`src/sv/plc_pkg.sv`:
```
// ----------------------------------------------------------------------------
// plc_pkg
// Shared types and constants for the piecewise linear calibration block.
// ----------------------------------------------------------------------------
package plc_pkg;

  localparam int DEF_MAX_POINTS = 32;

  localparam int X_W    = 16;
  localparam int Y_W    = 24;
  localparam int IDX_W  = 5;
  localparam int CNT_W  = 6;
  localparam int REG_W  = 2;
  localparam int DY_W   = Y_W + 1;
  localparam int PROD_W = DY_W + X_W + 1;
  localparam int DVD_W  = Y_W + X_W;
  localparam int Q_W    = Y_W;

  localparam logic CMD_LOAD  = 1'b0;
  localparam logic CMD_QUERY = 1'b1;

  localparam logic [REG_W-1:0] REGION_BELOW  = 2'd0;
  localparam logic [REG_W-1:0] REGION_INSIDE = 2'd1;
  localparam logic [REG_W-1:0] REGION_ABOVE  = 2'd2;

  typedef enum logic [2:0] {
    ST_IDLE,
    ST_RD_LAST,
    ST_CHK_FIRST,
    ST_SCAN,
    ST_MUL,
    ST_DIV_START,
    ST_DIV_WAIT,
    ST_FIN
  } plc_state_t;

endpackage

```
`src/sv/plc_div.sv`:
```
// ----------------------------------------------------------------------------
// plc_div
// Restoring divider, one quotient bit per cycle. Expects dividend < divisor
// shifted up by the quotient width, so the quotient fits Q_W bits.
// ----------------------------------------------------------------------------
module plc_div (
  input  logic                           clk,
  input  logic                           rst_n,
  input  logic                           start,
  input  logic [plc_pkg::DVD_W-1:0]      dividend,
  input  logic [plc_pkg::X_W-1:0]        divisor,
  output logic                           done,
  output logic [plc_pkg::Q_W-1:0]        quotient
);

  localparam int CW = $clog2(plc_pkg::Q_W);
  localparam logic [CW-1:0] CNT_LAST = CW'(plc_pkg::Q_W - 1);

  logic                      busy_r, busy_nxt;
  logic                      done_r, done_nxt;
  logic [CW-1:0]             cnt_r, cnt_nxt;
  logic [plc_pkg::X_W-1:0]   rem_r, rem_nxt;
  logic [plc_pkg::X_W-1:0]   dv_r, dv_nxt;
  logic [plc_pkg::Q_W-1:0]   dvd_r, dvd_nxt;
  logic [plc_pkg::X_W:0]     trial;
  logic                      ge;

  assign trial = {rem_r, dvd_r[plc_pkg::Q_W-1]};
  assign ge    = trial >= {1'b0, dv_r};

  always_comb begin
    busy_nxt = busy_r;
    done_nxt = 1'b0;
    cnt_nxt  = cnt_r;
    rem_nxt  = rem_r;
    dv_nxt   = dv_r;
    dvd_nxt  = dvd_r;
    if (start) begin
      busy_nxt = 1'b1;
      cnt_nxt  = '0;
      rem_nxt  = dividend[plc_pkg::DVD_W-1:plc_pkg::Q_W];
      dvd_nxt  = dividend[plc_pkg::Q_W-1:0];
      dv_nxt   = divisor;
    end else if (busy_r) begin
      rem_nxt = ge ? plc_pkg::X_W'(trial - {1'b0, dv_r}) : trial[plc_pkg::X_W-1:0];
      dvd_nxt = {dvd_r[plc_pkg::Q_W-2:0], ge};
      cnt_nxt = cnt_r + 1'b1;
      if (cnt_r == CNT_LAST) begin
        busy_nxt = 1'b0;
        done_nxt = 1'b1;
      end
    end
  end

  always_ff @(posedge clk) begin
    if (!rst_n) begin
      busy_r <= 1'b0;
      done_r <= 1'b0;
      cnt_r  <= '0;
    end else begin
      busy_r <= busy_nxt;
      done_r <= done_nxt;
      cnt_r  <= cnt_nxt;
    end
    rem_r <= rem_nxt;
    dv_r  <= dv_nxt;
    dvd_r <= dvd_nxt;
  end

  assign done     = done_r;
  assign quotient = dvd_r;

endmodule

```
`src/sv/piecewise_linear_calibration.sv`:
```
// ----------------------------------------------------------------------------
// piecewise_linear_calibration
// Breakpoint table with clamped linear interpolation between points.
// ----------------------------------------------------------------------------
// A load item writes one breakpoint and gives no result. A query item reads
// the last active point and the first point and stops there when the input
// is clamped below or above the table; otherwise it scans the table one
// entry per cycle from the bottom, then multiplies once and runs a restoring
// shift-subtract divider. The table has a single read port. in_ready is low
// while a query is in work.
module piecewise_linear_calibration #(
  parameter int MAX_POINTS = plc_pkg::DEF_MAX_POINTS
) (
  input  logic                              clk,
  input  logic                              rst_n,
  input  logic                              cfg_we,
  input  logic [plc_pkg::CNT_W-1:0]         cfg_wdata,
  input  logic                              in_valid,
  output logic                              in_ready,
  input  logic                              in_command,
  input  logic [plc_pkg::IDX_W-1:0]         in_point_index,
  input  logic [plc_pkg::X_W-1:0]           in_point_x,
  input  logic signed [plc_pkg::Y_W-1:0]    in_point_y,
  input  logic [plc_pkg::X_W-1:0]           in_query_x,
  output logic                              out_valid,
  input  logic                              out_ready,
  output logic signed [plc_pkg::Y_W-1:0]    out_result_y,
  output logic [plc_pkg::IDX_W-1:0]         out_segment,
  output logic [plc_pkg::REG_W-1:0]         out_region
);

  localparam int AW = $clog2(MAX_POINTS);
  localparam int XW = plc_pkg::X_W;
  localparam int YW = plc_pkg::Y_W;

  plc_pkg::plc_state_t state_r, state_nxt;

  logic [plc_pkg::CNT_W-1:0]  pts_r;
  logic [AW-1:0]              last_cfg;

  logic [XW-1:0]              mem_x [MAX_POINTS];
  logic signed [YW-1:0]       mem_y [MAX_POINTS];
  logic [XW-1:0]              rd_x_q;
  logic signed [YW-1:0]       rd_y_q;
  logic [AW-1:0]              rd_addr;
  logic                       mem_we;
  logic                       in_fire;

  logic [XW-1:0]              qx_r, qx_nxt;
  logic [AW-1:0]              last_r, last_nxt;
  logic [AW-1:0]              idx_r, idx_nxt;
  logic [XW-1:0]              lastx_r, lastx_nxt;
  logic signed [YW-1:0]       lasty_r, lasty_nxt;
  logic [XW-1:0]              prevx_r, prevx_nxt;
  logic signed [YW-1:0]       prevy_r, prevy_nxt;
  logic signed [YW-1:0]       base_y_r, base_y_nxt;
  logic [AW-1:0]              seg_r, seg_nxt;
  logic [plc_pkg::REG_W-1:0]  region_r, region_nxt;
  logic signed [plc_pkg::DY_W-1:0]   dy_r, dy_nxt;
  logic [XW-1:0]              dxq_r, dxq_nxt;
  logic [XW-1:0]              dx_r, dx_nxt;
  logic signed [plc_pkg::PROD_W-1:0] prod_r, prod_nxt;
  logic [plc_pkg::PROD_W-1:0] prod_abs;

  logic                       out_valid_r, out_valid_nxt;
  logic signed [YW-1:0]       out_y_r, out_y_nxt;
  logic [plc_pkg::IDX_W-1:0]  out_seg_r, out_seg_nxt;
  logic [plc_pkg::REG_W-1:0]  out_reg_r, out_reg_nxt;

  logic                       below_w, above_w, hit_w, out_free;
  logic                       div_start, div_done;
  logic [plc_pkg::Q_W-1:0]    quo;
  logic signed [plc_pkg::DY_W-1:0] q_s;
  logic signed [plc_pkg::DY_W-1:0] sum_w;

  assign in_ready = (state_r == plc_pkg::ST_IDLE);
  assign in_fire  = in_valid && in_ready;
  assign mem_we   = in_fire && (in_command == plc_pkg::CMD_LOAD) &&
                    (32'(in_point_index) < MAX_POINTS);
  assign out_free = !out_valid_r || out_ready;

  always_comb begin
    if (pts_r == '0) begin
      last_cfg = '0;
    end else if (32'(pts_r) > MAX_POINTS) begin
      last_cfg = AW'(MAX_POINTS - 1);
    end else begin
      last_cfg = AW'(pts_r - 1'b1);
    end
  end

  always_ff @(posedge clk) begin
    if (mem_we) begin
      mem_x[AW'(in_point_index)] <= in_point_x;
      mem_y[AW'(in_point_index)] <= in_point_y;
    end
    rd_x_q <= mem_x[rd_addr];
    rd_y_q <= mem_y[rd_addr];
  end

  assign below_w = qx_r <= rd_x_q;
  assign above_w = qx_r > lastx_r;
  assign hit_w   = (prevx_r < qx_r) && (qx_r <= rd_x_q);

  assign prod_abs = prod_r[plc_pkg::PROD_W-1] ? plc_pkg::PROD_W'(-prod_r) : prod_r;
  assign q_s      = prod_r[plc_pkg::PROD_W-1] ? -$signed({1'b0, quo}) : $signed({1'b0, quo});
  assign sum_w    = $signed({base_y_r[YW-1], base_y_r}) +
                    ((region_r == plc_pkg::REGION_INSIDE) ? q_s : '0);

  plc_div u_div (
    .clk      (clk),
    .rst_n    (rst_n),
    .start    (div_start),
    .dividend (prod_abs[plc_pkg::DVD_W-1:0]),
    .divisor  (dx_r),
    .done     (div_done),
    .quotient (quo)
  );

  // next state
  always_comb begin
    state_nxt = state_r;
    unique case (state_r)
      plc_pkg::ST_IDLE: begin
        if (in_fire && in_command == plc_pkg::CMD_QUERY) state_nxt = plc_pkg::ST_RD_LAST;
      end
      plc_pkg::ST_RD_LAST:   state_nxt = plc_pkg::ST_CHK_FIRST;
      plc_pkg::ST_CHK_FIRST: begin
        state_nxt = (below_w || above_w) ? plc_pkg::ST_FIN : plc_pkg::ST_SCAN;
      end
      plc_pkg::ST_SCAN: begin
        if (hit_w || idx_r == last_r) state_nxt = plc_pkg::ST_MUL;
      end
      plc_pkg::ST_MUL:       state_nxt = plc_pkg::ST_DIV_START;
      plc_pkg::ST_DIV_START: state_nxt = plc_pkg::ST_DIV_WAIT;
      plc_pkg::ST_DIV_WAIT: begin
        if (div_done) state_nxt = plc_pkg::ST_FIN;
      end
      plc_pkg::ST_FIN: begin
        if (out_free) state_nxt = plc_pkg::ST_IDLE;
      end
      default: state_nxt = plc_pkg::ST_IDLE;
    endcase
  end

  // datapath and outputs
  always_comb begin
    qx_nxt        = qx_r;
    last_nxt      = last_r;
    idx_nxt       = idx_r;
    lastx_nxt     = lastx_r;
    lasty_nxt     = lasty_r;
    prevx_nxt     = prevx_r;
    prevy_nxt     = prevy_r;
    base_y_nxt    = base_y_r;
    seg_nxt       = seg_r;
    region_nxt    = region_r;
    dy_nxt        = dy_r;
    dxq_nxt       = dxq_r;
    dx_nxt        = dx_r;
    prod_nxt      = prod_r;
    div_start     = 1'b0;
    rd_addr       = AW'(idx_r + 1'b1);
    out_valid_nxt = out_valid_r && !out_ready;
    out_y_nxt     = out_y_r;
    out_seg_nxt   = out_seg_r;
    out_reg_nxt   = out_reg_r;
    unique case (state_r)
      plc_pkg::ST_IDLE: begin
        rd_addr = last_cfg;
        if (in_fire && in_command == plc_pkg::CMD_QUERY) begin
          qx_nxt   = in_query_x;
          last_nxt = last_cfg;
        end
      end
      plc_pkg::ST_RD_LAST: begin
        lastx_nxt = rd_x_q;
        lasty_nxt = rd_y_q;
        rd_addr   = '0;
      end
      plc_pkg::ST_CHK_FIRST: begin
        prevx_nxt  = rd_x_q;
        prevy_nxt  = rd_y_q;
        idx_nxt    = AW'(1);
        rd_addr    = AW'(1);
        region_nxt = plc_pkg::REGION_INSIDE;
        if (below_w) begin
          base_y_nxt = rd_y_q;
          seg_nxt    = '0;
          region_nxt = plc_pkg::REGION_BELOW;
        end else if (above_w) begin
          base_y_nxt = lasty_r;
          seg_nxt    = last_r;
          region_nxt = plc_pkg::REGION_ABOVE;
        end
      end
      plc_pkg::ST_SCAN: begin
        if (hit_w || idx_r == last_r) begin
          seg_nxt    = AW'(idx_r - 1'b1);
          base_y_nxt = prevy_r;
          dy_nxt     = $signed({rd_y_q[YW-1], rd_y_q}) - $signed({prevy_r[YW-1], prevy_r});
          dxq_nxt    = qx_r - prevx_r;
          dx_nxt     = rd_x_q - prevx_r;
        end else begin
          prevx_nxt = rd_x_q;
          prevy_nxt = rd_y_q;
          idx_nxt   = AW'(idx_r + 1'b1);
        end
      end
      plc_pkg::ST_MUL: begin
        prod_nxt = plc_pkg::PROD_W'(dy_r) * plc_pkg::PROD_W'($signed({1'b0, dxq_r}));
      end
      plc_pkg::ST_DIV_START: begin
        div_start = 1'b1;
      end
      plc_pkg::ST_DIV_WAIT: begin
      end
      plc_pkg::ST_FIN: begin
        if (out_free) begin
          out_valid_nxt = 1'b1;
          out_y_nxt     = sum_w[YW-1:0];
          out_seg_nxt   = plc_pkg::IDX_W'(seg_r);
          out_reg_nxt   = region_r;
        end
      end
      default: begin
      end
    endcase
  end

  always_ff @(posedge clk) begin
    if (!rst_n) begin
      state_r     <= plc_pkg::ST_IDLE;
      pts_r       <= plc_pkg::CNT_W'(1);
      out_valid_r <= 1'b0;
    end else begin
      state_r     <= state_nxt;
      out_valid_r <= out_valid_nxt;
      if (cfg_we) begin
        pts_r <= cfg_wdata;
      end
    end
    qx_r      <= qx_nxt;
    last_r    <= last_nxt;
    idx_r     <= idx_nxt;
    lastx_r   <= lastx_nxt;
    lasty_r   <= lasty_nxt;
    prevx_r   <= prevx_nxt;
    prevy_r   <= prevy_nxt;
    base_y_r  <= base_y_nxt;
    seg_r     <= seg_nxt;
    region_r  <= region_nxt;
    dy_r      <= dy_nxt;
    dxq_r     <= dxq_nxt;
    dx_r      <= dx_nxt;
    prod_r    <= prod_nxt;
    out_y_r   <= out_y_nxt;
    out_seg_r <= out_seg_nxt;
    out_reg_r <= out_reg_nxt;
  end

  assign out_valid    = out_valid_r;
  assign out_result_y = out_y_r;
  assign out_segment  = out_seg_r;
  assign out_region   = out_reg_r;

endmodule

```
`config.mk`:
```
export PLATFORM = sky130hd
export DESIGN_NAME = piecewise_linear_calibration
export DESIGN_NICKNAME = d
export VERILOG_FILES = /design/src/sv/plc_pkg.sv /design/src/sv/plc_div.sv /design/src/sv/piecewise_linear_calibration.sv
export SDC_FILE = /design/constraint.sdc
export NUM_CORES = 2
export LEC_CHECK = 0
export BUFFER_PORTS_ARGS = -buffer_cell sky130_fd_sc_hd__buf_2
export CAP_MARGIN = 20
export CORE_MARGIN = 2
export CORE_UTILIZATION = 25
export DETAILED_ROUTE_END_ITERATION = 6
export GPL_ROUTABILITY_DRIVEN = 0
export SYNTH_ARGS = -nofsm -noshare
export SYNTH_HDL_FRONTEND = slang
export SYNTH_SLANG_ARGS = --single-unit
```
`constraint.sdc`:
```
create_clock -name clk -period 6.5 [get_ports clk]
set_input_delay 0.325 -clock clk [delete_from_list [all_inputs] [get_ports clk]]
set_output_delay 0.325 -clock clk [all_outputs]
set_load 0.01 [all_outputs]
```
==> reports/qor.txt <==
CTS tree - done
Yosys cell types - 69
CP arrival - 6910 ps
# IOs - 106
Worst path required time - 7050 ps
Die Y - 583 µm
WL met3 - 19700 µm
Num rows - 212
DRT Pass-1 Iters - 5
Max Fclk - 0.157 GHz
Asr flop ratio synth - 0%
Minimum clock period - 6360 ps
Fin. Hold Viols - 0
Share of cells above drive strength 1 - 9.34%
Least-Margin Pin Slew - 1250 ps
Vias per cell - 4.72
Cell Pwr Density - 521 nW/µm²
H-tree lvl count - 4
CTS Buf Count - 173
Worst Hold Launch - in_point_x[9]
Worst skew pair latency - 850 ps
Post-Syn Nets - 7760
DIE WIDTH - 583 µm
Crit Path Category - reg -> reg
Hold Path Class - in -> reg
Clk sinks - 1659
Leak Pwr - 0.0367 µW
Total Routed Length - 237000 µm
Routed Antenna Nets - 0
Root buf cell - clkbuf_16
Status - finished, final reports clean
WL/cell - 20.0 µm
Post-synth EDFFs - 1602
# fillers - 33493
Antenna violations before repair - 42
Pwr Total - 50700 µW
Peak supply drop - 0.000658 V
Total track usage - 13.5%
Final setup violation count - 0
GRT Residual Overflow - 0
CP dominant cell by count - fa_1
Area Overhead vs Synth - 16.4%
Area of the mapped netlist - 83700 µm²
M1 WL - 99800 µm
Crit path max fanout - 11
HPWL after detailed placement - 150000 µm
Fin cells - 11804
Reg2reg start - dxq_r[5]
Nets - 7983
Core ar. - 333000 µm²
Overall via count from detail_route - 55735
DR WL met2 - 110000 µm
Starting density of the core - 25.1%
Buffers on Ports - 105
Reg clk slew, reported paths - 60 ps
Vias in the first global route - 54696
Top sig layer - met5
Reg2reg setup slack - 140 ps
WHS Path Cells - 1
CP max stage delay - 570 ps
Setup Skew - 94.9 ps
CP Capture Type - flop
Starting DRT DRC Count - 5668
Seq/Total Area, Yosys - 58.9%
Max-slew violations - 0
Yosys warnings - 0
Slew HR - 16.9%
Final worst-path cycle share - 97.9%
Crit start category - flop
Min-Delay Endpoint - mem_x[19][9]
Area of the die - 339000 µm²
Syn_area_per_cell - 11.9 µm²
Critical Path, Cell by Cell - buf_6, buf_4, and2_1, fa_1, inv_1, fa_1, fa_1, inv_1, fa_1, fa_1, inv_1, fa_1, inv_1, ha_1, o21ai_0, a21oi_1, o21ai_2, buf_4, or3_1, o211ai_1, a31oi_1, o21bai_1, a21oi_1, xnor2_1
Worst r2r dst - prod_r[32]
MaxCap Viol Count - 0
First-pass GRT wire length - 349000 µm
Post-Place Cells - 11400
Clock Path Buffers - 4
Synth Flop Type - edfxtp_1
Worst path slowest cell - fa_1
Largest net degree at the start of global routing - 143
Cells after Synth - 7055
Seq cells post-synth - 1659
DRC - 0
R2R depth - 24
[sequential cells by signal, indices dropped and copies added (netlist names), 24 cells and up]
| name | flops |
|---|---|
| base_y_r | 24 |
| prod_r | 41 |
| prevy_r | 24 |
| rd_y_q | 24 |
| u_div.quotient | 24 |
| mem_y | 768 |
| lasty_r | 24 |
| dy_r | 25 |
| mem_x | 512 |
| out_result_y | 24 |
[kinds of logic after synthesis]
logic type / Yosys count / share of synthesized area (%)
AO/OA/AOI/OAI: 875 / 7.01
XOR/XNOR: 181 / 1.89
adder cells (fa/ha/maj): 634 / 13.0
buffers and inverters: 985 / 4.43
flip-flops: 1659 / 58.9
multiplexers: 46 / 0.556
AND/OR/NAND/NOR: 2675 / 14.2
[critical path: cells and delay by family, from the launching register on]
kind                       cells  cell delay [ps]
xor gates and xnor gates       1              130
AOI/OAI and AO/OA              7             1130
adders and majority gates      7             3330
and+or+nand+nor                2              490
buffers and inverters          7              690
DFF                            1              380
[timing repair]
action,in CTS,in global routing
pin swaps,0,21
endpoints found under the hold margin,1030,0
resized for setup,5,37
setup endpoints to repair,3,14
gates cloned,0,0
setup buffers,1,8
hold buffers,76,0
[Yosys cell counts (all sizes together), types with 122 or more instances]
| cell | instances | share of area, % |
|---|---|---|
| and3 | 258 | 1.9 |
| fa | 396 | 9.5 |
| and2 | 166 | 1.2 |
| nand2 | 1670 | 7.5 |
| clkbuf | 328 | 1.5 |
| edfxtp | 1602 | 57 |
| a311oi | 162 | 1.7 |
| o21ai | 142 | 0.85 |
| a21oi | 122 | 0.73 |
| inv | 624 | 2.8 |
| nand3 | 191 | 1.1 |
| ha | 236 | 3.5 |
| nor2 | 173 | 0.78 |
| a31oi | 169 | 1.3 |
[routing by layer]
| layer | up-vias | track usage, % |
|---|---|---|
| met5 | - | 0 |
| met4 | 12 | 3.68 |
| met3 | 422 | 2.51 |
| met2 | 2252 | 22.1 |
| met1 | 27976 | 18.2 |
| li1 | 25073 | - |
[placed cells by master, fill, tap and decap left out, drive strengths merged, types with 44 or more instances in the layout]
cell / n
dlygate4sd3: 76
o21ai: 142
fa: 396
a31oi: 169
buf: 332
nand2: 1670
clkinv: 62
ha: 236
a21o: 44
dfxtp: 57
nor2: 173
clkbuf: 221
inv: 630
nand3: 191
and3: 258
a21oi: 122
a311oi: 162
xor2: 75
and2: 166
nor4: 49
edfxtp: 1602
xnor2: 106
o22ai: 92
[where the power goes]
part           switching [µW]  internal, µW
combinational           16300         10600
clock                    4170          5570
sequential                625         13500
[worst max-delay path by stage]
| stage | cells after the start | from | slack (ps) | endpoint |
|---|---|---|---|---|
| 2_1_floorplan | 23 | dxq_r[2] | 120 | prod_r[38] |
| 6_report | 24 | dxq_r[5] | 140 | prod_r[32] |
| 3_5_place_dp | 23 | dxq_r[5] | -160 | prod_r[38] |
| 3_3_place_gp | 23 | dxq_r[5] | -120 | prod_r[38] |
| 4_1_cts | 23 | dy_r[6] | 6 | prod_r[35] |
| 5_1_grt | 24 | dy_r[13] | -60 | prod_r[32] |
[metrics by stage]
step	utilization, %	worst slack [ps]	instance area (µm²)	TNS [ps]	hold slack [ps]
floorplan	-	125	83700	0	400
global placement	27.2	-122	90800	-122	402
detailed placement	27.3	-161	90900	-260	408
CTS	29.1	5.76	97100	0	16.3
global route	29.2	-57.6	97400	-60.1	30.0
finish	29.2	139	97400	0	19.0
[cell type report]
cell class	instances	area, µm²	area share, %
Tap cell	4387	5490	5.63
Sequential cell	1659	49200	50.6
Timing Repair Buffer	409	3530	3.63
Clock buffer	220	4670	4.80
Multi-Input combinational cell	4411	31300	32.1
Inverter	624	2340	2.40
Clock inverter	86	791	0.812
Antenna cell	8	20.0	0.0205
Note: power is estimated with default switching activity, not from simulation.
